### config.mk
export PLATFORM = sky130hd
export DESIGN_NAME = spt_fifo
export DESIGN_NICKNAME = d
export VERILOG_FILES = /design/src/hdl/spt_pkg.sv /design/src/hdl/spt_fifo.sv
export SDC_FILE = /design/constraint.sdc
export NUM_CORES = 1
export LEC_CHECK = 0
export ABC_AREA = 1
export BUFFER_PORTS_ARGS = -buffer_cell sky130_fd_sc_hd__buf_2
export CAP_MARGIN = 40
export CORE_MARGIN = 4
export CORE_UTILIZATION = 49
export CTS_BUF_LIST = sky130_fd_sc_hd__clkbuf_2
export DETAILED_ROUTE_END_ITERATION = 8
export HOLD_SLACK_MARGIN = 0.02
export PLACE_DENSITY_LB_ADDON = 0.1
export SLEW_MARGIN = 20
export SYNTH_ARGS = -nofsm -noshare
export SYNTH_HDL_FRONTEND = slang
export SYNTH_SLANG_ARGS = --single-unit
### constraint.sdc
create_clock -name clk -period 3.8 [get_ports clk]
set_input_delay 0.76 -clock clk [delete_from_list [all_inputs] [get_ports clk]]
set_output_delay 0.76 -clock clk [all_outputs]
set_load 0.05 [all_outputs]
### src/hdl/spt_pkg.sv
// shared types and constants for the scanline span table
package spt_pkg;

  localparam int COL_W = 9;

  localparam logic OP_EDGE  = 1'b0;
  localparam logic OP_QUERY = 1'b1;

  // classified item handed from the front end to the back end
  typedef struct packed {
    logic             is_query;
    logic             clear_first;
    logic [COL_W-1:0] x_start;
    logic [COL_W-1:0] y_start;
    logic [COL_W-1:0] y_stop;
    logic             dx_neg;
    logic [COL_W-1:0] dx_mag;
    logic [COL_W-1:0] dy;
    logic [COL_W-1:0] query_row;
  } cmd_t;

  typedef struct packed {
    logic init_done;
    logic out_load;
  } bk_status_t;

endpackage

### src/hdl/spt_fifo.sv
// two entry command queue between front and back
module spt_fifo import spt_pkg::*; (
  input  logic clk,
  input  logic rst,
  input  logic push,
  input  cmd_t push_data,
  input  logic pop,
  output cmd_t pop_data,
  output logic full,
  output logic empty
);
  cmd_t       slots [2];
  logic       wr_ptr;
  logic       rd_ptr;
  logic [1:0] count;

  assign full     = (count == 2'd2);
  assign empty    = (count == 2'd0);
  assign pop_data = slots[rd_ptr];

  always_ff @(posedge clk) begin
    if (rst) begin
      wr_ptr <= 1'b0;
      rd_ptr <= 1'b0;
      count  <= 2'd0;
    end else begin
      if (push) begin
        wr_ptr <= ~wr_ptr;
      end
      if (pop) begin
        rd_ptr <= ~rd_ptr;
      end
      case ({push, pop})
        2'b10:   count <= count + 2'd1;
        2'b01:   count <= count - 2'd1;
        default: count <= count;
      endcase
    end
    if (push) begin
      slots[wr_ptr] <= push_data;
    end
  end
endmodule

# --- Yosys cells after proc, flatten, opt, wreduce, memory -nomap -nowiden ---
# Memories as Yosys holds them, arrays and structs flattened. A register that Yosys moved wholly into a read port is not among the register bits.
# Cells that the tools add are included.
classes:
  n_addsub: 2
  n_eq_ne: 3
  mux: 5
  bitwise: 2
  n_reduce_logical: 2
ops:
  columns: ["op", "n"]
  rows:
  - ["$eq A2 B2 Y1 const B", 2]
  - ["$mux W1", 4]
  - ["$pmux W2 S2", 1]
  - ["$add A2 B1 Y2 const B", 1]
  - ["$eq A2 B1 Y1 const B", 1]
  - ["$logic_not A2 Y1", 1]
  - ["$not A1 Y1", 2]
  - ["$reduce_bool A2 Y1", 1]
  - ["$sub A2 B1 Y2 const B", 1]
totals:
  register_bits: 4
  mem_bits_rw: 114
  inputBits: 61
  output_inout_bits: 59
  wordCells: 18
  mem_count: 1
mem_list:
  columns: ["memory", "words", "width", "rd", "rd_ports_with_merged_regs", "write_ports", "line_no", "text"]
  rows:
  - ["slots", 2, 57, 1, 1, 1, "spt_fifo.sv:12", "cmd_t slots [2];"]

# --- Depth between registers and ports, before layout ---
depth:
  depth_word: 3
  mapped_depth: 7
  ltp_nobuf: 7

# --- Worst setup path before layout ---
# OpenSTA, ideal clock, no wires.
synth_path:
  path_kind: "in2reg"
  from: "input push"
  to: "memory slots[0][0] (netlist bit) (enable)"
  setup_ps: 473
  t_arrival_ps: 3210
  setup_slack_ps: 116
  path_stages: 2
  n_path_buf: 0
  cell_sequence: "inv_1 -> nor2_1"
synth_between:
  elab_chain_cells: 2
synth_rtl:
  columns: ["element", "line_no", "text"]
  rows:
  - ["start: declaration", "spt_fifo.sv:5", "input logic push,"]
  - ["$mux W1", "spt_fifo.sv:39", "if (push) begin"]
  - ["$mux W1 (not written as such)", "spt_fifo.sv:40", "slots[wr_ptr] <= push_data;"]
  - ["end: declaration", "spt_fifo.sv:12", null]
# No other way between the ends.

==> flow_results.org <==
** STA
- Unrepaired setup endpoints after global routing :: false
- After layout, the minimum clock period comes to 2.84 ns.
- Final clock skew :: 0.0204 ns
- Post-Route Hold Slack :: 0.325 ns
- Final number of hold-violating endpoints :: 0
- Setup total negative slack on the finished layout was measured at 0 ns.
- In the finished design, the share of the clock period the worst path needs comes to 0.746.
- After layout, the worst setup slack is 0.964 ns.
- Measured against its own limit, the worst slew margin works out to 0.478.
- Timing would allow up to 353 MHz.
- Final-report max-slew violation count :: 0
- Final setup violating endpoints :: 0
- At the pin with the least slew margin, the transition time is 0.782 ns.

** Finish
- Count of nets after finishing :: 407
- Counting the fill cells in the layout gives 685.
- Post-layout instance area :: 5470 µm²
- Fraction of final layout cells sized beyond drive strength 1 :: 0.590
- End-of-flow core utilization :: 0.621
- Area Growth Syn to Fin :: 22.6%
- The number of antenna diodes in the final layout is 0.

** Power and ir drop
- Pwr Density :: 532 nW/µm²
- Worst supply voltage drop on vdd :: 0.308 mV
- Static leakage power :: 2.17 nW

** Setup path
- Of all nets on the critical path, the largest fanout is 36.
- Critical setup path kind :: flop to primary output
- STA classifies the critical path startpoint as a flop.
- FF-to-FF setup slack :: 2.17 ns
- In this run the worst setup path terminates at pop_data[49].
- Required time at the worst-slack endpoint :: 3.04 ns
- Counting cells, the worst reg-to-reg path comes to 2.
- Endpoint of the worst register-to-register path :: slots[0][22]$_DFFE_PP_
- Worst r2r src :: wr_ptr$_SDFFE_PP0P_
- At the worst endpoint, the arrival time is 2.08 ns.
- The worst setup path is captured at a primary output.

** Logic synthesis
- Leading cell types by total area after synthesis :: sky130_fd_sc_hd__edfxtp_1 (77%), sky130_fd_sc_hd__mux2_4 (10%), sky130_fd_sc_hd__mux2_2 (6.8%), sky130_fd_sc_hd__dfxtp_1 (2.2%), sky130_fd_sc_hd__buf_6 (1.0%)
- Most used standard cell by instance count after synthesis :: sky130_fd_sc_hd__edfxtp_1
- For this run, the leading register cell type out of synthesis is sky130_fd_sc_hd__edfxtp_1.
- Post-synthesis instance area :: 4460 µm²
- After synthesis, the share of flip-flops with an asynchronous set or reset is 0.
- The commonest cells after synthesis are sky130_fd_sc_hd__edfxtp_1 (114), sky130_fd_sc_hd__mux2_4 (30), sky130_fd_sc_hd__mux2_2 (27), sky130_fd_sc_hd__nor2_1 (10), sky130_fd_sc_hd__inv_1 (7).
- Synth Net Count :: 272
- Synth area leader :: sky130_fd_sc_hd__edfxtp_1
- The number of different library cells used by synthesis comes to 15.
- Dividing the synthesized area by the synthesized cell count gives 21.2 µm².
- Synthesis inferred 119 register bits.
- The synthesized design contains 114 enable-type register cells.
- In the synthesized netlist, the number of instances is 210.
- The share of synthesized area in the top cell type comes to 0.768.
- Post-synthesis sequential area ratio :: 0.790
- Yosys printed 0 warnings.

** Floorplan
- The die covers 10,700 µm².
- Measured along the x axis, the die boundary spans 103 µm.
- 120 I/O pins were placed.
- Chip Height :: 103 µm
- The initial utilization of the core area, before any placement, comes to 0.506.
- The floorplan has 34 rows.
- The core region is 8810 µm².

** Hold path
- The startpoint identified for the worst hold timing path is push_data[29].
- Worst hold path type :: input port to flop

** Clocking
- The cell sitting at the root of the clock tree is a sky130_fd_sc_hd__clkbuf_2.
- In this run the number of H-tree levels came out at 4.
- Clock-pin slew was measured on the worst setup and hold paths at 0.17 ns.
- Once the clock tree was built, the resizer swapped 0 gates to a different size.
- Clk buf depth :: 2
- Number of buffers inserted during clock tree synthesis :: 17
- Hold bufs inserted after CTS :: 0
- CTS tree :: yes
- Post-CTS timing repair inserted 0 buffers for setup.
- Total clock sinks :: 119
- The later pin in the worst-skew pair is clocked with a latency of 0.60 ns.

** Detailed routing
- Across all layers, the routed design uses 2,305 vias.
- Once detail routing completed, the nets flagged for antenna violations numbered 0.
- After detailed routing, the number of vias per cell comes to 4.97.
- The final layout contains routed wiring with a total length of 7.62 mm.
- After detailed routing, the average wire length per cell comes to 16.4 µm.
- After detailed routing, the number of remaining DRC violations is 0.
- The detailed router finished its first iteration with 81 violations.
- Drt first pass iters :: 4

** GRT
- Initial antenna violation count :: 0
- Met1 capacity usage during global routing :: 0.171
- The number of global-route vias before repair came to 2,469.
- Largest net degree at the start of global routing :: 37
- For met2 alone, demand over resource in global routing was 0.250.
- For met3 alone, demand over resource in global routing was 0.0610.
- The first global-routing pass estimated 11.6 mm of wire.
- Across every metal layer, demand over resource in global routing totals 0.150.
- Gr busiest metal :: met2
- Overflow after GRT :: 0

** Place
- Once detailed placement completed, the half-perimeter wirelength came to 5.05 mm.
- Weighted congestion at the end of routability-driven global placement :: 0.689
- Minimum setup slack after placement :: 1.57 ns
- Input and output buffers added on the ports amount to 119.
- Post-detailed-placement cell area :: 5210 µm²

** Status
- Outcome :: finished, final reports clean

** Flow run
- Max cap viols :: 0
==> kinds of logic after synthesis <==
logic type / Yosys count / share of synthesized area
and+or+nand+nor: 17 / 0.0152
DFF: 119 / 0.790
muxes: 57 / 0.169
AOI/OAI and AO/OA: 2 / 0.00224
buffers and inverters: 13 / 0.0182
adders and majority gates: 1 / 0.00281
xor gates and xnor gates: 1 / 0.00196
==> routing by layer <==
layer  vias to the layer above  share of wire
met1                      1115           0.39
met5                         -              0
met4                         0          0.015
met3                        12          0.079
met2                        94           0.51
li1                       1084              -
==> through the flow <==
stage | total power, mW | std cells
after floorplan | 1.97 | 210
after global routing | 3.04 | 464
final | 2.91 | 464
after CTS | 2.94 | 464
after global placement | 2.08 | 433
after detailed placement | 2.09 | 434
==> power by group <==
group / internal (mW) / leakage (nW) / total [mW] / switching (mW)
Clock: 0.423 / 0.151 / 0.848 / 0.425
Sequential: 1.51 / 1.11 / 1.54 / 0.0279
Combinational: 0.165 / 0.903 / 0.515 / 0.350
Total: 2.10 / 2.17 / 2.91 / 0.803
==> placed cells by master, fill, tap and decap left out, types with 2 or more instances in the layout <==
| master | netlist | routed |
|---|---|---|
| sky130_fd_sc_hd__clkinv_1 | 0 | 2 |
| sky130_fd_sc_hd__buf_2 | 2 | 119 |
| sky130_fd_sc_hd__mux2_4 | 30 | 30 |
| sky130_fd_sc_hd__buf_12 | 0 | 2 |
| sky130_fd_sc_hd__dfxtp_1 | 5 | 4 |
| sky130_fd_sc_hd__clkbuf_2 | 0 | 19 |
| sky130_fd_sc_hd__clkinvlp_4 | 0 | 2 |
| sky130_fd_sc_hd__edfxtp_1 | 114 | 114 |
| sky130_fd_sc_hd__nor2_1 | 10 | 9 |
| sky130_fd_sc_hd__mux2_2 | 27 | 27 |
| sky130_fd_sc_hd__bufinv_16 | 0 | 4 |
| sky130_fd_sc_hd__nand2_1 | 5 | 5 |
| sky130_fd_sc_hd__clkinv_2 | 0 | 3 |
| sky130_fd_sc_hd__inv_1 | 7 | 6 |
==> how the worst min path moves through the flow <==
stage,slack (ns),endpoint,depth (start not counted)
after floorplan,0.48,flop,2
after global placement,0.49,flop,2
after detailed placement,0.52,count[1]$_SDFFE_PP0P_,2
after CTS,0.24,slots[1][29]$_DFFE_PP_,1
after global routing,0.22,slots[0][21]$_DFFE_PP_,1
final,0.33,slots[1][29]$_DFFE_PP_,1
==> layout make-up <==
cell class,count,area (µm²),share of cell area
multi-input cells,78,861,0.158
inverters,7,26.3,0.00481
flip-flops and latches,119,3530,0.645
repair buffers,122,663,0.121
clock buffers,19,95.1,0.0174
clock inverters,11,158,0.0288
well taps,108,135,0.0247
==> registers in the layout, summed over array words and instances, names as in the netlist, named ones only <==
| signal | count |
|---|---|
| wr_ptr | 1 |
| slots | 114 |
| count | 2 |
| rd_ptr | 1 |
==> worst max-delay path, cell delays in order (launching register included) <==
cell and delay, ns:
sky130_fd_sc_hd__dfxtp_4 0.58, sky130_fd_sc_hd__buf_16 0.30, sky130_fd_sc_hd__mux2_2 0.38, sky130_fd_sc_hd__buf_2 0.21
Power figures use the tool's default switching activity.
