File: src/hdl/spt_pkg.sv
// shared types and constants for the scanline span table
package spt_pkg;

  localparam int COL_W = 9;

  localparam logic OP_EDGE  = 1'b0;
  localparam logic OP_QUERY = 1'b1;

  // classified item handed from the front end to the back end
  typedef struct packed {
    logic             is_query;
    logic             clear_first;
    logic [COL_W-1:0] x_start;
    logic [COL_W-1:0] y_start;
    logic [COL_W-1:0] y_stop;
    logic             dx_neg;
    logic [COL_W-1:0] dx_mag;
    logic [COL_W-1:0] dy;
    logic [COL_W-1:0] query_row;
  } cmd_t;

  typedef struct packed {
    logic init_done;
    logic out_load;
  } bk_status_t;

endpackage

File: src/hdl/spt_in_if.sv
// input channel: edge and query beats
interface spt_in_if;
  import spt_pkg::*;
  logic             valid;
  logic             ready;
  logic             operation;
  logic             clear_first;
  logic [COL_W-1:0] start_x;
  logic [COL_W-1:0] start_y;
  logic [COL_W-1:0] end_x;
  logic [COL_W-1:0] end_y;
  logic [COL_W-1:0] query_row;

  modport source (output valid, operation, clear_first, start_x, start_y, end_x, end_y,
                  query_row, input ready);
  modport sink (input valid, operation, clear_first, start_x, start_y, end_x, end_y,
                query_row, output ready);
endinterface

File: src/hdl/spt_front.sv
// front end: accepts beats, orders endpoints, forms edge deltas
module spt_front import spt_pkg::*; (
  spt_in_if.sink   cmd,
  input  logic     queue_full,
  input  logic     init_done,
  output logic     push,
  output cmd_t     push_data
);
  logic             swap;
  logic [COL_W-1:0] xa, ya, xb, yb;
  logic [COL_W:0]   dx;

  assign cmd.ready = !queue_full && init_done;
  assign push      = cmd.valid && cmd.ready;

  always_comb begin
    swap = cmd.start_y > cmd.end_y;
    xa   = swap ? cmd.end_x   : cmd.start_x;
    ya   = swap ? cmd.end_y   : cmd.start_y;
    xb   = swap ? cmd.start_x : cmd.end_x;
    yb   = swap ? cmd.start_y : cmd.end_y;
    dx   = {1'b0, xb} - {1'b0, xa};

    push_data.is_query    = (cmd.operation == OP_QUERY);
    push_data.clear_first = cmd.clear_first;
    push_data.x_start     = xa;
    push_data.y_start     = ya;
    push_data.y_stop      = yb;
    push_data.dx_neg      = dx[COL_W];
    push_data.dx_mag      = dx[COL_W] ? COL_W'(~dx + 1'b1) : dx[COL_W-1:0];
    push_data.dy          = yb - ya;
    push_data.query_row   = cmd.query_row;
  end
endmodule

File: src/flat_wrapper.sv
// flat-port wrapper written by rule: the top's interface ports become plain ports
module spt_front_flat import spt_pkg::*;
  (queue_full, init_done, push, push_data, cmd_valid, cmd_operation, cmd_clear_first, cmd_start_x, cmd_start_y, cmd_end_x, cmd_end_y, cmd_query_row, cmd_ready);
  spt_in_if cmd_i ();
  input  logic queue_full;
  input  logic init_done;
  output logic push;
  output cmd_t push_data;
  input wire logic [$bits(cmd_i.valid)-1:0] cmd_valid;
  input wire logic [$bits(cmd_i.operation)-1:0] cmd_operation;
  input wire logic [$bits(cmd_i.clear_first)-1:0] cmd_clear_first;
  input wire logic [$bits(cmd_i.start_x)-1:0] cmd_start_x;
  input wire logic [$bits(cmd_i.start_y)-1:0] cmd_start_y;
  input wire logic [$bits(cmd_i.end_x)-1:0] cmd_end_x;
  input wire logic [$bits(cmd_i.end_y)-1:0] cmd_end_y;
  input wire logic [$bits(cmd_i.query_row)-1:0] cmd_query_row;
  output wire logic [$bits(cmd_i.ready)-1:0] cmd_ready;
  assign cmd_i.valid = cmd_valid;
  assign cmd_i.operation = cmd_operation;
  assign cmd_i.clear_first = cmd_clear_first;
  assign cmd_i.start_x = cmd_start_x;
  assign cmd_i.start_y = cmd_start_y;
  assign cmd_i.end_x = cmd_end_x;
  assign cmd_i.end_y = cmd_end_y;
  assign cmd_i.query_row = cmd_query_row;
  assign cmd_ready = cmd_i.ready;
  spt_front u_core (.cmd(cmd_i), .queue_full(queue_full), .init_done(init_done), .push(push), .push_data(push_data));
endmodule
File: config.mk
export PLATFORM = sky130hd
export DESIGN_NAME = spt_front_flat
export DESIGN_NICKNAME = d
export VERILOG_FILES = /design/src/hdl/spt_pkg.sv /design/src/hdl/spt_in_if.sv /design/src/hdl/spt_front.sv /design/src/flat_wrapper.sv
export SDC_FILE = /design/constraint.sdc
export NUM_CORES = 1
export LEC_CHECK = 0
export ABC_AREA = 1
export BUFFER_PORTS_ARGS = -buffer_cell sky130_fd_sc_hd__buf_4
export CORE_ASPECT_RATIO = 1.25
export CORE_MARGIN = 2
export CORE_UTILIZATION = 42
export DETAILED_ROUTE_END_ITERATION = 6
export PLACE_DENSITY = 0.82
export SETUP_SLACK_MARGIN = 0.02
export SLEW_MARGIN = 25
export SYNTH_ARGS = -nofsm -noshare
export SYNTH_HDL_FRONTEND = slang
export SYNTH_SLANG_ARGS = --single-unit
File: constraint.sdc
create_clock -name vclk -period 3.4
set_clock_uncertainty 0.05 [all_clocks]
set_input_delay 0.68 -clock vclk [all_inputs]
set_output_delay 0.68 -clock vclk [all_outputs]
set_load 0.05 [all_outputs]
==> impl_metrics.env, run 1 <==
export IMPL_status="aborted with a tool error"
export IMPL_haltStage="4_1_cts"
export IMPL_stop_error="[ERROR DPL-0033] detailed placement checks failed during check placement."
export IMPL_cts_setup_buffers=28
export IMPL_ios=109
export IMPL_die_width_um=62.3
export IMPL_std_cell_rows=26
export IMPL_ys_warn_count=0
export IMPL_synth_distinct_cells=33
export IMPL_mappedNetlistArea_um2=1790
export IMPL_yosys_area_top_type="nand2_1"
export IMPL_cts_hold_buf=0
export IMPL_die_h_um=76.9
export IMPL_synthTopCellsByCount="nand2_1, inv_1, nand3_1, nor2_1, buf_4"
export IMPL_cts_resized=99
export IMPL_initial_core_util_pct=43.6
export IMPL_port_buffers=87
export IMPL_synth_top_area_share_pct=22.1
export IMPL_synth_cells=335
export IMPL_synth_fp_nets=397
export IMPL_dpl_hpwl_um=5710
export IMPL_syn_area_per_cell_um2=5.33
export IMPL_synth_area_top_cells="nand2_1, inv_1, ha_1"
export IMPL_place_gp_congestion=0.876
export IMPL_synthMostInstantiatedCell="nand2_1"
export IMPL_yosysSeqAreaShare_pct=0
## logic make-up after synthesis
logic type	after synthesis	synth area share (%)
xor+xnor	14	6.87
fa+ha+maj	12	8.41
compound gates	39	13.4
simple gates	197	51.2
buf+inv	73	20.2
## through the flow
step	TNS [ps]	instances	util (%)	setup slack, ps	cell area, µm²
after detailed placement	-8270	545	85.2	-649	3490
after floorplan	-5870	335	-	-635	2310
after global placement	-6630	545	85.2	-533	3490
==> inputs of run 2 (changes only) <==
--- a/config.mk
+++ b/config.mk
@@ -7,12 +7,10 @@
 export LEC_CHECK = 0
 export ABC_AREA = 1
 export BUFFER_PORTS_ARGS = -buffer_cell sky130_fd_sc_hd__buf_4
-export CORE_ASPECT_RATIO = 1.25
 export CORE_MARGIN = 2
-export CORE_UTILIZATION = 42
+export CORE_UTILIZATION = 40
 export DETAILED_ROUTE_END_ITERATION = 6
-export PLACE_DENSITY = 0.82
-export SETUP_SLACK_MARGIN = 0.02
+export PLACE_DENSITY_LB_ADDON = 0.15
 export SLEW_MARGIN = 25
 export SYNTH_ARGS = -nofsm -noshare
 export SYNTH_HDL_FRONTEND = slang
==> constraint.sdc (replaced) <==
create_clock -name vclk -period 4.42
set_clock_uncertainty 0.05 [all_clocks]
set_input_delay 0.884 -clock vclk [all_inputs]
set_output_delay 0.884 -clock vclk [all_outputs]
set_load 0.05 [all_outputs]
==> impl_metrics.env, run 2 <==
export IMPL_dp_cells=475
export IMPL_diodes=0
export IMPL_crit_type="in -> out"
export IMPL_syn_area_per_cell_um2=5.33
export IMPL_nFlopsAndLatches=0
export IMPL_die_h_um=70.8
export IMPL_ys_warn_count=0
export IMPL_overflow=0
export IMPL_p_leak_uw=0.00163
export IMPL_viasPerCell=4.98
export IMPL_cp_common_cell="nand2_2"
export IMPL_slowest_delay_ps=280
export IMPL_ios=109
export IMPL_stdcell_count=488
export IMPL_min_path_type="in -> out"
export IMPL_cp_max_fo=5
export IMPL_grt_pass1_vias=2068
export IMPL_grt_pass1_wl_um=8650
export IMPL_worst_setup_path_start_kind="primary input"
export IMPL_wire_per_inst_um=11.5
export IMPL_initial_core_util_pct=41.3
export IMPL_synth_cells=335
export IMPL_synth_area_top_cells="nand2_1, inv_1, ha_1"
export IMPL_layout_common_cells="buf_4, nand2_1, inv_1"
export IMPL_seqPwrFrac_pct=0
export IMPL_path_delay_family="simple AND/OR/NAND/NOR gates"
export IMPL_clkbuf_count=0
export IMPL_die_area_um2=5010
export IMPL_place_area_um2=2630
export IMPL_yosys_area_top_type="nand2_1"
export IMPL_synthMostInstantiatedCell="nand2_1"
export IMPL_final_util_pct=69.6
export IMPL_die_width_um=70.8
export IMPL_crit_chain="buf_4, ha_4, buf_6, nand2_2, nor2_4, nand3_2, nand2_4, nand2_2, nand2_2, inv_2, ha_4, inv_4, nand2_4, nand2_2, nand2_2, nor3_4, nand3b_1, buf_4, nand2_2, xor2_4, buf_4"
export IMPL_worstSetupEndpointType="primary output"
export IMPL_core_area_um2=4320
export IMPL_finalNetCount=500
export IMPL_mappedNetlistArea_um2=1790
export IMPL_final_area_um2=3010
export IMPL_std_cell_rows=24
export IMPL_fmax_mhz=233
export IMPL_slew_violations=0
export IMPL_max_slew_margin_pct=78.7
export IMPL_area_growth_pct=68.5
export IMPL_synth_top_area_share_pct=22.1
export IMPL_antenna_found_initial=0
export IMPL_num_vias=2432
export IMPL_final_layout_size_suffix_gt1_share_pct=48.6
export IMPL_multiInputGateArea_um2=1800
export IMPL_tightest_slew_ps=318
export IMPL_layout_min_cycle_time_ps=4290
export IMPL_p_sw_share_pct=65.7
export IMPL_drtAntennaViolNets=0
export IMPL_place_gp_congestion=0.856
export IMPL_irDropWorstVdd_v=0.000186
export IMPL_port_buffers=87
export IMPL_crit_buf_inv=6
export IMPL_power_uw=936
export IMPL_grt_max_degree=18
export IMPL_p_switching_uw=615
export IMPL_post_route_period_util_pct=97.1
export IMPL_slowest_stage="ha_4"
export IMPL_power_frac_comb_pct=100.0
export IMPL_p_per_area_nw_per_um2=311
export IMPL_final_hold_viol_count=0
export IMPL_final_common_cell="buf_4"
export IMPL_grtUsageTotal_pct=19.9
export IMPL_first_pass_iters=5
export IMPL_dr_first_iter_drc_count=67
export IMPL_p_clk_share_pct=0
export IMPL_internal_power_uw=321
export IMPL_status="complete, no violations"
export IMPL_routed_wl_um=5630
export IMPL_critPathArrivalTime_ps=3360
export IMPL_maxCapViolations=0
export IMPL_synth_fp_nets=397
export IMPL_dpl_hpwl_um=4500
export IMPL_synthTopCellsByCount="nand2_1, inv_1, nand3_1, nor2_1, buf_4"
export IMPL_drc=0
export IMPL_synth_distinct_cells=33
export IMPL_required_ps=3490
export IMPL_seqCellArea_um2=0
export IMPL_cts_hold_buf=0
export IMPL_timing_hold_ws_ps=1720
export IMPL_setup_violations_final=0
export IMPL_nFillCells=400
export IMPL_yosysSeqAreaShare_pct=0
-- run 2: cell counts after synthesis --
Identical to the previous run, type by type.
-- run 2: final timing paths --
path                         start            end  depth (start not counted)
hold / removal    cmd_query_row[3]   push_data[3]                          0
setup / recovery    cmd_start_y[4]  push_data[23]                         21
-- run 2: layer usage --
layer	routed length [µm]	share of wire, %	track usage, %	vias to the layer above
met5	0	0	0	-
met4	109	1.9	3.35	0
met3	349	6.2	1.57	16
met2	2580	46	33.9	82
met1	2590	46	27.9	1069
li1	-	-	-	1265
-- run 2: kinds of logic (layout without fill, tap and decap cells) --
family / count (synthesis) / in the layout / share of synthesized area [%]
AOI/OAI and AO/OA: 39 / 39 / 13.4
xor gates and xnor gates: 14 / 14 / 6.87
adders and majority gates: 12 / 12 / 8.41
buffers and inverters: 73 / 173 / 20.2
and+or+nand+nor: 197 / 198 / 51.2
-- run 2: through the flow --
step | setup slack [ps] | setup TNS [ps]
finish | 127 | 0
global route | -19.3 | -32.5
CTS | 15.6 | 0
detailed placement | -59.8 | -119
global placement | 36.4 | 0
floorplan | -136 | -329
-- run 2: power groups by stage --
| stage | logic [µW] | clock network, µW | registers, µW |
|---|---|---|---|
| final | 936 | 0 | 0 |
| after detailed placement | 862 | 0 | 0 |
| after CTS | 875 | 0 | 0 |
| after global routing | 994 | 0 | 0 |
| after global placement | 853 | 0 | 0 |
| after floorplan | 656 | 0 | 0 |
-- run 2: cell type report --
| type | instances | share of cell area [%] |
|---|---|---|
| well taps | 52 | 2.16 |
| multi-input cells | 263 | 59.9 |
| repair buffers | 118 | 30.7 |
| inverters | 55 | 7.19 |
-- run 2: timing repair --
action | in CTS | in global routing
buffers inserted | 2 | 10
cloned | 1 | 0
resized for setup | 6 | 61
hold endpoints to repair | 0 | 0
endpoints found under the setup margin | 4 | 12
pin swaps | 3 | 27
Power figures use the tool's default switching activity.
